`config.mk`:
```
export PLATFORM = sky130hd
export DESIGN_NAME = pdc_core
export DESIGN_NICKNAME = d
export VERILOG_FILES = /design/src/rtl/pdc_pkg.sv /design/src/rtl/pdc_isqrt.sv /design/src/rtl/pdc_core.sv
export SDC_FILE = /design/constraint.sdc
export NUM_CORES = 1
export LEC_CHECK = 0
export BUFFER_PORTS_ARGS = -buffer_cell sky130_fd_sc_hd__buf_2
export CAP_MARGIN = 20
export CORE_MARGIN = 2
export CORE_UTILIZATION = 35
export CTS_CLUSTER_DIAMETER = 200
export CTS_CLUSTER_SIZE = 12
export DETAILED_ROUTE_END_ITERATION = 7
export GPL_TIMING_DRIVEN = 1
export HOLD_SLACK_MARGIN = 0.08
export PLACE_DENSITY = 0.6
export SYNTH_ARGS = -nofsm -noshare
export SYNTH_HDL_FRONTEND = slang
export SYNTH_SLANG_ARGS = --single-unit
```
`constraint.sdc`:
```
create_clock -name clk -period 8.4 [get_ports clk]
set_input_delay 0.42 -clock clk [delete_from_list [all_inputs] [get_ports clk]]
set_output_delay 0.42 -clock clk [all_outputs]
set_load 0.03 [all_outputs]
```
`src/rtl/pdc_pkg.sv`:
```
// ----------------------------------------------------------------------------
// pdc_pkg
// shared types, codes and widths of the condensed pairwise distance block
// ----------------------------------------------------------------------------
package pdc_pkg;

  // default sizes
  localparam int DEF_MAX_ROWS      = 64;
  localparam int DEF_MAX_ELEMENTS  = 64;
  localparam int DEF_ELEMENT_WIDTH = 16;

  // field and register widths
  localparam int ROWF_W     = 6;
  localparam int PAIR_W     = 11;
  localparam int VAL_W      = 16;
  localparam int DIST_W     = 22;
  localparam int ACC_W      = 2 * DIST_W;
  localparam int CNTREG_W   = 7;
  localparam int CFG_IDX_W  = 2;
  localparam int CFG_DATA_W = 7;

  localparam logic [DIST_W-1:0] DIST_MAX = '1;

  // commands
  localparam logic CMD_LOAD  = 1'b0;
  localparam logic CMD_QUERY = 1'b1;

  // norm modes
  localparam logic [1:0] NORM_COUNT = 2'd0;
  localparam logic [1:0] NORM_L1    = 2'd1;
  localparam logic [1:0] NORM_L2    = 2'd2;
  localparam logic [1:0] NORM_MAX   = 2'd3;

  // register indexes
  localparam logic [CFG_IDX_W-1:0] REG_NORM_MODE     = 2'd0;
  localparam logic [CFG_IDX_W-1:0] REG_ROW_COUNT     = 2'd1;
  localparam logic [CFG_IDX_W-1:0] REG_ELEMENT_COUNT = 2'd2;

  // register reset values
  localparam logic [1:0]          NORM_RESET  = NORM_L2;
  localparam logic [CNTREG_W-1:0] ROWS_RESET  = 7'd0;
  localparam logic [CNTREG_W-1:0] ELEMS_RESET = 7'd1;

  typedef struct packed {
    logic                     command;
    logic [ROWF_W-1:0]        row;
    logic [ROWF_W-1:0]        column;
    logic signed [VAL_W-1:0]  element_value;
    logic [PAIR_W-1:0]        pair_index;
  } in_item_t;

  typedef struct packed {
    logic [DIST_W-1:0] distance;
    logic [ROWF_W-1:0] first_row;
    logic [ROWF_W-1:0] second_row;
    logic              index_error;
  } out_item_t;

  typedef struct packed {
    logic [1:0]          norm_mode;
    logic [CNTREG_W-1:0] row_count;
    logic [CNTREG_W-1:0] element_count;
  } cfg_t;

  typedef enum logic [2:0] {
    ST_IDLE,
    ST_SEARCH,
    ST_WALK,
    ST_DRAIN,
    ST_ROOT,
    ST_DONE
  } state_t;

endpackage

```
`src/rtl/pdc_isqrt.sv`:
```
// ----------------------------------------------------------------------------
// pdc_isqrt
// floor square root, two radicand bits per cycle, one root bit per cycle
// ----------------------------------------------------------------------------
module pdc_isqrt (
  input  logic                        clk,
  input  logic                        rst_n,
  input  logic                        start,
  input  logic [pdc_pkg::ACC_W-1:0]   radicand,
  output logic                        done,
  output logic [pdc_pkg::DIST_W-1:0]  root
);

  localparam int RW     = pdc_pkg::DIST_W;
  localparam int AW     = pdc_pkg::ACC_W;
  localparam int REM_W  = RW + 1;
  localparam int STEP_W = $clog2(RW);

  logic              run_r, run_nxt;
  logic              done_r, done_nxt;
  logic [STEP_W-1:0] step_r, step_nxt;
  logic [AW-1:0]     val_r, val_nxt;
  logic [REM_W-1:0]  rem_r, rem_nxt;
  logic [RW-1:0]     root_r, root_nxt;

  logic [REM_W+1:0]  rem_sh;
  logic [REM_W+1:0]  trial;

  always_comb begin
    rem_sh   = {rem_r, val_r[AW-1:AW-2]};
    trial    = {1'b0, root_r, 2'b01};
    run_nxt  = run_r;
    done_nxt = 1'b0;
    step_nxt = step_r;
    val_nxt  = val_r;
    rem_nxt  = rem_r;
    root_nxt = root_r;
    if (start) begin
      run_nxt  = 1'b1;
      step_nxt = '0;
      val_nxt  = radicand;
      rem_nxt  = '0;
      root_nxt = '0;
    end else if (run_r) begin
      val_nxt = {val_r[AW-3:0], 2'b00};
      if (rem_sh >= trial) begin
        rem_nxt  = REM_W'(rem_sh - trial);
        root_nxt = {root_r[RW-2:0], 1'b1};
      end else begin
        rem_nxt  = REM_W'(rem_sh);
        root_nxt = {root_r[RW-2:0], 1'b0};
      end
      step_nxt = step_r + STEP_W'(1);
      if (step_r == STEP_W'(RW - 1)) begin
        run_nxt  = 1'b0;
        done_nxt = 1'b1;
      end
    end
  end

  always_ff @(posedge clk) begin
    if (!rst_n) begin
      run_r  <= 1'b0;
      done_r <= 1'b0;
      step_r <= '0;
    end else begin
      run_r  <= run_nxt;
      done_r <= done_nxt;
      step_r <= step_nxt;
    end
  end

  always_ff @(posedge clk) begin
    val_r  <= val_nxt;
    rem_r  <= rem_nxt;
    root_r <= root_nxt;
  end

  assign done = done_r;
  assign root = root_r;

endmodule

```
`src/rtl/pdc_core.sv`:
```
// ----------------------------------------------------------------------------
// pdc_core
// query sequencer: pair index search, element walk over the store, norm
// accumulation and final root
// ----------------------------------------------------------------------------
module pdc_core #(
  parameter int MAX_ROWS      = pdc_pkg::DEF_MAX_ROWS,
  parameter int MAX_ELEMENTS  = pdc_pkg::DEF_MAX_ELEMENTS,
  parameter int ELEMENT_WIDTH = pdc_pkg::DEF_ELEMENT_WIDTH
) (
  input  logic                                        clk,
  input  logic                                        rst_n,
  input  pdc_pkg::cfg_t                               cfg,
  input  logic                                        start,
  input  logic [pdc_pkg::PAIR_W-1:0]                  pair_index,
  output logic                                        idle,
  output logic [$clog2(MAX_ROWS*MAX_ELEMENTS)-1:0]    rd_addr_a,
  output logic [$clog2(MAX_ROWS*MAX_ELEMENTS)-1:0]    rd_addr_b,
  input  logic [ELEMENT_WIDTH-1:0]                    rd_data_a,
  input  logic [ELEMENT_WIDTH-1:0]                    rd_data_b,
  output logic                                        res_valid,
  input  logic                                        res_take,
  output pdc_pkg::out_item_t                          res
);

  localparam int DEPTH  = MAX_ROWS * MAX_ELEMENTS;
  localparam int ADDR_W = $clog2(DEPTH);
  localparam int CNT_W  = $clog2(MAX_ELEMENTS + 1);
  localparam int EW     = ELEMENT_WIDTH;
  localparam int SQ_W   = 2 * EW;
  localparam int ACC_W  = pdc_pkg::ACC_W;
  localparam int SQX_W  = (SQ_W > ACC_W) ? SQ_W : ACC_W;
  localparam int DW     = pdc_pkg::DIST_W;
  localparam int RC_W   = pdc_pkg::CNTREG_W;
  localparam int BASE_W = 2 * RC_W - 1;
  localparam int PW     = pdc_pkg::PAIR_W;
  localparam int RF_W   = pdc_pkg::ROWF_W;
  localparam logic [ADDR_W-1:0] ELEMS_A = ADDR_W'(MAX_ELEMENTS);

  pdc_pkg::state_t state_r, state_nxt;

  logic [PW-1:0]     k_r, k_nxt;
  logic [RC_W-1:0]   i_r, i_nxt;
  logic [RC_W-1:0]   j_r, j_nxt;
  logic [BASE_W-1:0] base_r, base_nxt;
  logic [CNT_W-1:0]  cnt_r, cnt_nxt;
  logic [2:0]        v_r, v_nxt;
  logic [ACC_W-1:0]  acc_r, acc_nxt;
  logic              ovf_r, ovf_nxt;
  logic              err_r, err_nxt;
  logic [DW-1:0]     dist_r, dist_nxt;

  logic [EW-1:0]     d_r, d2_r;
  logic [SQ_W-1:0]   sq_r;

  logic [RC_W-1:0]   n_eff;
  logic [CNT_W-1:0]  m_eff;
  logic              last_row;
  logic [RC_W-1:0]   len;
  logic [BASE_W-1:0] lim;
  logic              hit;
  logic [BASE_W-1:0] j_calc;
  logic [EW:0]       diff;
  logic [EW:0]       absd;
  logic [SQX_W-1:0]  sq_ext;
  logic              sq_big;
  logic [ACC_W-1:0]  term;
  logic [ACC_W-1:0]  d_ext;
  logic [ACC_W:0]    sum;
  logic              sqrt_start;
  logic              sqrt_done;
  logic [DW-1:0]     sqrt_root;

  // effective sizes, saturated at the store limits
  assign n_eff = (32'(cfg.row_count) > MAX_ROWS) ? RC_W'(MAX_ROWS) : cfg.row_count;
  assign m_eff = (32'(cfg.element_count) > MAX_ELEMENTS) ? CNT_W'(MAX_ELEMENTS)
                                                           : CNT_W'(cfg.element_count);

  // one row start per cycle
  assign last_row = ({1'b0, i_r} + 8'd1) >= {1'b0, n_eff};
  assign len      = n_eff - RC_W'(1) - i_r;
  assign lim      = base_r + BASE_W'(len);
  assign hit      = BASE_W'(k_r) < lim;
  assign j_calc   = BASE_W'(k_r) - base_r + BASE_W'(i_r) + BASE_W'(1);

  assign rd_addr_a = ADDR_W'(i_r) * ELEMS_A + ADDR_W'(cnt_r);
  assign rd_addr_b = ADDR_W'(j_r) * ELEMS_A + ADDR_W'(cnt_r);

  assign diff   = {rd_data_a[EW-1], rd_data_a} - {rd_data_b[EW-1], rd_data_b};
  assign absd   = diff[EW] ? (~diff + (EW+1)'(1)) : diff;
  assign sq_ext = SQX_W'(sq_r);
  assign sq_big = |(sq_ext >> ACC_W);
  assign d_ext  = ACC_W'(d2_r);

  always_comb begin
    case (cfg.norm_mode)
      pdc_pkg::NORM_COUNT: term = ACC_W'(d2_r != '0);
      pdc_pkg::NORM_L1:    term = d_ext;
      pdc_pkg::NORM_L2:    term = sq_ext[ACC_W-1:0];
      default:             term = '0;
    endcase
  end

  assign sum = {1'b0, acc_r} + {1'b0, term};

  always_comb begin
    state_nxt  = state_r;
    k_nxt      = k_r;
    i_nxt      = i_r;
    j_nxt      = j_r;
    base_nxt   = base_r;
    cnt_nxt    = cnt_r;
    v_nxt      = {v_r[1:0], 1'b0};
    acc_nxt    = acc_r;
    ovf_nxt    = ovf_r;
    err_nxt    = err_r;
    dist_nxt   = dist_r;
    sqrt_start = 1'b0;

    // accumulate stage
    if (v_r[2]) begin
      if (cfg.norm_mode == pdc_pkg::NORM_MAX) begin
        if (d_ext > acc_r) begin
          acc_nxt = d_ext;
        end
      end else begin
        acc_nxt = sum[ACC_W-1:0];
        ovf_nxt = ovf_r | sum[ACC_W] |
                  (sq_big & (cfg.norm_mode == pdc_pkg::NORM_L2));
      end
    end

    case (state_r)
      pdc_pkg::ST_IDLE: begin
        if (start) begin
          k_nxt     = pair_index;
          i_nxt     = '0;
          base_nxt  = '0;
          acc_nxt   = '0;
          ovf_nxt   = 1'b0;
          err_nxt   = 1'b0;
          dist_nxt  = '0;
          state_nxt = pdc_pkg::ST_SEARCH;
        end
      end
      pdc_pkg::ST_SEARCH: begin
        if (last_row) begin
          err_nxt   = 1'b1;
          dist_nxt  = '0;
          state_nxt = pdc_pkg::ST_DONE;
        end else if (hit) begin
          j_nxt     = j_calc[RC_W-1:0];
          cnt_nxt   = '0;
          state_nxt = (m_eff == '0) ? pdc_pkg::ST_DRAIN : pdc_pkg::ST_WALK;
        end else begin
          base_nxt = lim;
          i_nxt    = i_r + RC_W'(1);
        end
      end
      pdc_pkg::ST_WALK: begin
        v_nxt[0] = 1'b1;
        cnt_nxt  = cnt_r + CNT_W'(1);
        if (cnt_r + CNT_W'(1) == m_eff) begin
          state_nxt = pdc_pkg::ST_DRAIN;
        end
      end
      pdc_pkg::ST_DRAIN: begin
        if (v_r == 3'b000) begin
          if (cfg.norm_mode == pdc_pkg::NORM_L2) begin
            if (ovf_r) begin
              dist_nxt  = pdc_pkg::DIST_MAX;
              state_nxt = pdc_pkg::ST_DONE;
            end else begin
              sqrt_start = 1'b1;
              state_nxt  = pdc_pkg::ST_ROOT;
            end
          end else begin
            dist_nxt  = (ovf_r || (acc_r[ACC_W-1:DW] != '0)) ? pdc_pkg::DIST_MAX
                                                              : acc_r[DW-1:0];
            state_nxt = pdc_pkg::ST_DONE;
          end
        end
      end
      pdc_pkg::ST_ROOT: begin
        if (sqrt_done) begin
          dist_nxt  = sqrt_root;
          state_nxt = pdc_pkg::ST_DONE;
        end
      end
      pdc_pkg::ST_DONE: begin
        if (res_take) begin
          state_nxt = pdc_pkg::ST_IDLE;
        end
      end
      default: begin
        state_nxt = pdc_pkg::ST_IDLE;
      end
    endcase
  end

  always_ff @(posedge clk) begin
    if (!rst_n) begin
      state_r <= pdc_pkg::ST_IDLE;
      v_r     <= 3'b000;
    end else begin
      state_r <= state_nxt;
      v_r     <= v_nxt;
    end
  end

  always_ff @(posedge clk) begin
    k_r    <= k_nxt;
    i_r    <= i_nxt;
    j_r    <= j_nxt;
    base_r <= base_nxt;
    cnt_r  <= cnt_nxt;
    acc_r  <= acc_nxt;
    ovf_r  <= ovf_nxt;
    err_r  <= err_nxt;
    dist_r <= dist_nxt;
    d_r    <= absd[EW-1:0];
    d2_r   <= d_r;
    sq_r   <= SQ_W'(d_r) * SQ_W'(d_r);
  end

  pdc_isqrt u_isqrt (
    .clk      (clk),
    .rst_n    (rst_n),
    .start    (sqrt_start),
    .radicand (acc_r),
    .done     (sqrt_done),
    .root     (sqrt_root)
  );

  assign idle      = (state_r == pdc_pkg::ST_IDLE);
  assign res_valid = (state_r == pdc_pkg::ST_DONE);

  always_comb begin
    res.distance    = err_r ? '0 : dist_r;
    res.first_row   = err_r ? '0 : i_r[RF_W-1:0];
    res.second_row  = err_r ? '0 : j_r[RF_W-1:0];
    res.index_error = err_r;
  end

endmodule

```
# After elaboration in Yosys (flattened, before gate mapping)
# Index checks and enable logic that the tools add are counted.
[word_totals]
output_inout_bits = 61
inputBits = 63
register_bits = 278
word_cells = 151
[classes]
magnitude_cmp = 6
addsub = 16
n_eq_ne = 21
mux = 62
bitwise_logic = 5
n_mul = 1
n_reduce_logical = 20
[ops]
columns = ["op", "n"]
rows = [
  ["$mux W44", 7],
  ["$mux W22", 8],
  ["$pmux W32 S3", 1],
  ["$pmux W22 S4", 1],
  ["$mux W7", 7],
  ["$add A44 B44 Y45", 1],
  ["$gt A16 B44 Y1", 1],
  ["$mux W13", 3],
  ["$mul A16 B16 Y32", 1],
  ["$pmux W7 S2", 2],
  ["$pmux W13 S2", 1],
  ["$ge A25 B24 Y1", 1],
  ["$add A12 B7 Y12", 2],
  ["$mux W3", 8],
  ["$mux W23", 1],
  ["$sub A23 B23 Y23", 1],
  ["$reduce_bool A22 Y1", 1],
  ["$mux W1", 18],
  ["$pmux W3 S6", 1],
  ["$sub A16 B16 Y17", 1],
  ["$add A16 B1 Y16 const B", 1],
  ["$mux W16", 1],
  ["$not A16 Y16", 1],
  ["$reduce_bool A16 Y1", 1],
  ["other kinds (38)", 60],
]

# Depth between registers and ports, before layout
[depth]
word_depth = 9
mapped_depth = 26
mapped_depth_nobuf = 24

# Hierarchy
# From an unflattened synthesis, not the netlist that was laid out.
[unflattened]
cells_unflattened = 2577
area_unflattened_um2 = 23867.9
[modules_own_cells]
columns = ["mod", "area_per_inst_um2", "cells_each", "instances"]
rows = [
  ["pdc_core", 18665.4, 2084, 1],
  ["pdc_isqrt", 5202.5, 493, 1],
]

# Least setup slack after synthesis
# Ideal clock, no wire load.
[synth_path]
kind = "register to register"
from = "register d_r[3]"
to = "register sq_r[31]"
setup_time_ns = 0.072
path_buffers = 2
arrival_ns = 6.496
path_slack_ns = 1.832
stages_incl_launch_ff = 26
required_ns = 8.328
synth_period_minus_slack_ns = 6.568
cell_sequence = "dfxtp_1 clkbuf_1 and2_1 inv_1 fa_1 inv_1 fa_1 inv_1 fa_1 inv_1 fa_1 inv_1 fa_1 inv_1 fa_1 ha_1 clkbuf_1 and3_1 and3_1 a22o_1 a31o_2 o211a_1 o41a_1 a211o_1 a21oi_1 xnor2_1"
[synth_between]
elab_chain_len = 1
[synth_lines]
columns = ["item", "line_no", "source"]
rows = [
  ["start, declared", "pdc_core.sv:53", "logic [EW-1:0] d_r, d2_r;"],
  ["start signal, assigned", "pdc_core.sv:221", "d_r <= absd[EW-1:0];"],
  ["$mul A16 B16 Y32", "pdc_core.sv:223", "sq_r <= SQ_W'(d_r) * SQ_W'(d_r);"],
  ["end signal, assigned", "pdc_core.sv:223", ""],
  ["end, declared", "pdc_core.sv:54", "logic [SQ_W-1:0] sq_r;"],
]
# No other way between the ends.
# A chain may end at the register's enable or synchronous reset.

# Worst setup path after layout
[layout_path]
from = "register d_r[13]"
to = "register sq_r[31]"
# Same word-level chain as after synthesis.

==> results.json <==
{
  "busiest_layer": "met2",
  "area_growth_pct": 8.903,
  "drv_slew": 0,
  "grt_pass1_wl_mm": 92.45,
  "cp.arrival_ns": 7.46,
  "skew_ns": 0.01873,
  "place_congestion": 0.8369,
  "cts_resized": 0,
  "grt_max_degree": 73,
  "dp.cells": 3589,
  "syn_area_per_cell_um2": 8.978,
  "ant_nets": 0,
  "critPathMaxStageDelay_ns": 0.83,
  "final_cell_area_um2": 26290,
  "crit_top_cell": "fa_1",
  "netlist_area_um2": 24140,
  "crit_path_start_kind": "register",
  "die_width_um": 266.6,
  "worst_path_dominant_cell_family": "adder cells",
  "setup_viol": 0,
  "synth_edf_count": 111,
  "crit_chain": "nand2_1 -> fa_1 -> inv_1 -> fa_1 -> inv_1 -> fa_1 -> inv_1 -> fa_1 -> inv_1 -> fa_1 -> inv_1 -> fa_1 -> ha_1 -> and3_1 -> and3_1 -> a22o_1 -> a31o_2 -> o211a_1 -> o41a_1 -> a211o_1 -> a21oi_1 -> xnor2_1",
  "holdPathEnd": "state_r[0]",
  "crit_fanout": 19,
  "cts-buffers-inserted": 26,
  "syn-num-nets": 3159,
  "grt_pass1_vias": 18090,
  "cp_num_buf_inv": 5,
  "fin_cells": 3645,
  "fmax_mhz": 143.1,
  "clk_latency_ns": 0.55,
  "outcome": "finished clean",
  "area.sequential_um2": 6638,
  "fin_crit_ns": 6.989,
  "drc_errors": 0,
  "hp-start": "rst_n",
  "synth_seq_cells": 276,
  "drt_iter0_markers": 1016,
  "ioPinCount": 124,
  "netlist_instances": 2689,
  "reg2regPathDepth": 22,
  "clk_path_buf_depth": 3,
  "ys_async_sr_fraction": 0,
  "crit_path_end_kind": "register",
  "crit_type": "reg2reg",
  "via_per_inst": 4.937,
  "grt_antenna_before_repair": 1,
  "finalSetupTns_ns": 0,
  "postRouteWirelength_mm": 54.82,
  "core_area_um2": 68470,
  "initial_core_util": 0.3526,
  "r2r_start": "d_r[13]",
  "grt_use_met1": 0.2193,
  "hold_class": "in2reg",
  "clkTransAtPathRegs_ns": 0.07,
  "wl_per_cell_um": 15.04,
  "hold_viol_final": 0,
  "nFillCells": 6908,
  "cts_tree": "done",
  "cts_setup_buffers": 0,
  "io_buffers": 123,
  "hold_path_depth": 2,
  "holdWs_ns": 0.1643,
  "placed_area_um2": 25430,
  "ys_warn_count": 0,
  "via_count": 18000,
  "overflow": 0,
  "met3_usage": 0.01864,
  "final_common_cell": "inv_1",
  "critPathSlowestCell": "dfxtp_1",
  "worstMarginPinSlew_ns": 1.033,
  "grt_usage": 0.1565,
  "place_hpwl_mm": 42.78,
  "cts.sinks": 276,
  "drv_cap": 0,
  "nets": 3217,
  "synth_ff_type": "dfxtp_1",
  "final_cell_mix": "inv_1 (341), nand2_1 (271), ha_1 (232)",
  "relSlewSlack": 0.3110,
  "finalCritPeriodShare": 0.8320,
  "die_area_um2": 71100,
  "synth_cell_types": 86,
  "startpoint": "d_r[13]",
  "row_count": 96,
  "chipHeight_um": 266.6,
  "multiInputGateArea_um2": 15700,
  "cts_root_buf": "clkbuf_16",
  "critical_path_required_ns": 8.87,
  "reg2reg_slack_ns": 1.41,
  "htreeDepth": 1,
  "ys_seq_area_frac": 0.2749,
  "grtUsageMet2": 0.2594,
  "dr.pass1.iters": 5,
  "drive_gt1_frac": 0.07495,
  "grt_setup_unrepaired": "false",
  "reg2reg_to": "sq_r[31]"
}
==> sequential cells by signal, indices dropped and copies added, names as in the netlist, 15 cells and up <==
| name | flops |
|---|---|
| d_r | 16 |
| sq_r | 31 |
| u_isqrt.rem_r | 23 |
| u_isqrt.val_r | 44 |
| u_isqrt.root | 22 |
| d2_r | 15 |
| dist_r | 22 |
| acc_r | 44 |
==> worst max-delay path by stage <==
stage,end,slack (ns),cells past startpoint
after floorplan,sq_r[31],1.83,25
after global placement,sq_r[31],1.56,23
after detailed placement,sq_r[31],1.45,23
after CTS,sq_r[31],1.41,23
after global routing,sq_r[29],1.04,23
final,sq_r[31],1.41,22
==> Yosys cell counts, types with 62 or more instances <==
cell / n / share of area
inv_1: 341 / 0.053
nand2_1: 273 / 0.042
ha_1: 232 / 0.12
nor2_1: 201 / 0.031
fa_1: 175 / 0.15
dfxtp_1: 165 / 0.14
a21oi_1: 125 / 0.026
o21ai_0: 115 / 0.024
edfxtp_1: 111 / 0.14
and2_1: 99 / 0.026
xnor2_1: 92 / 0.033
clkbuf_1: 87 / 0.014
xor2_1: 62 / 0.022
==> per-layer routing <==
layer | part of all wire | vias up | wire [um]
met5 | 0 | - | 0
met4 | 0.017 | 0 | 911
met1 | 0.49 | 8443 | 26650
li1 | - | 9215 | -
met2 | 0.46 | 283 | 25090
met3 | 0.039 | 56 | 2165
==> cell families (layout without fill, tap and decap cells) <==
kind of cell	count (synthesis)	in the layout	share of synthesized area
buffers and inverters	459	532	0.07566
AND/OR/NAND/NOR	837	837	0.1668
multiplexers	38	38	0.01586
other	0	1	0
adder cells (fa/ha/maj)	408	408	0.2658
XOR/XNOR	154	154	0.05587
flip-flops	276	276	0.2749
AO/OA/AOI/OAI	517	517	0.1452
==> through the flow <==
step                      setup slack (ns)  utilization
after floorplan                      1.832            -
after global placement               1.560       0.3714
after detailed placement             1.451       0.3714
after CTS                            1.413       0.3838
after global routing                 1.037       0.3840
final                                1.411       0.3840
==> cell type report <==
| type | instances | share of cell area |
|---|---|---|
| sequential | 276 | 0.2525 |
| inverter | 342 | 0.04882 |
| multi-input combinational | 1954 | 0.5971 |
| tap | 882 | 0.04197 |
| timing repair buffer | 147 | 0.03160 |
| antenna | 1 | 0.00009517 |
| clock buffer | 43 | 0.02798 |
==> repair_timing <==
action | in CTS | in global routing
hold endpoints to repair | 11 | 0
endpoints found under the setup margin | 0 | 0
hold buffers | 11 | 0
Power is not shown: default switching activity piles up to over one toggle a cycle in this logic, so the estimate is an artifact.
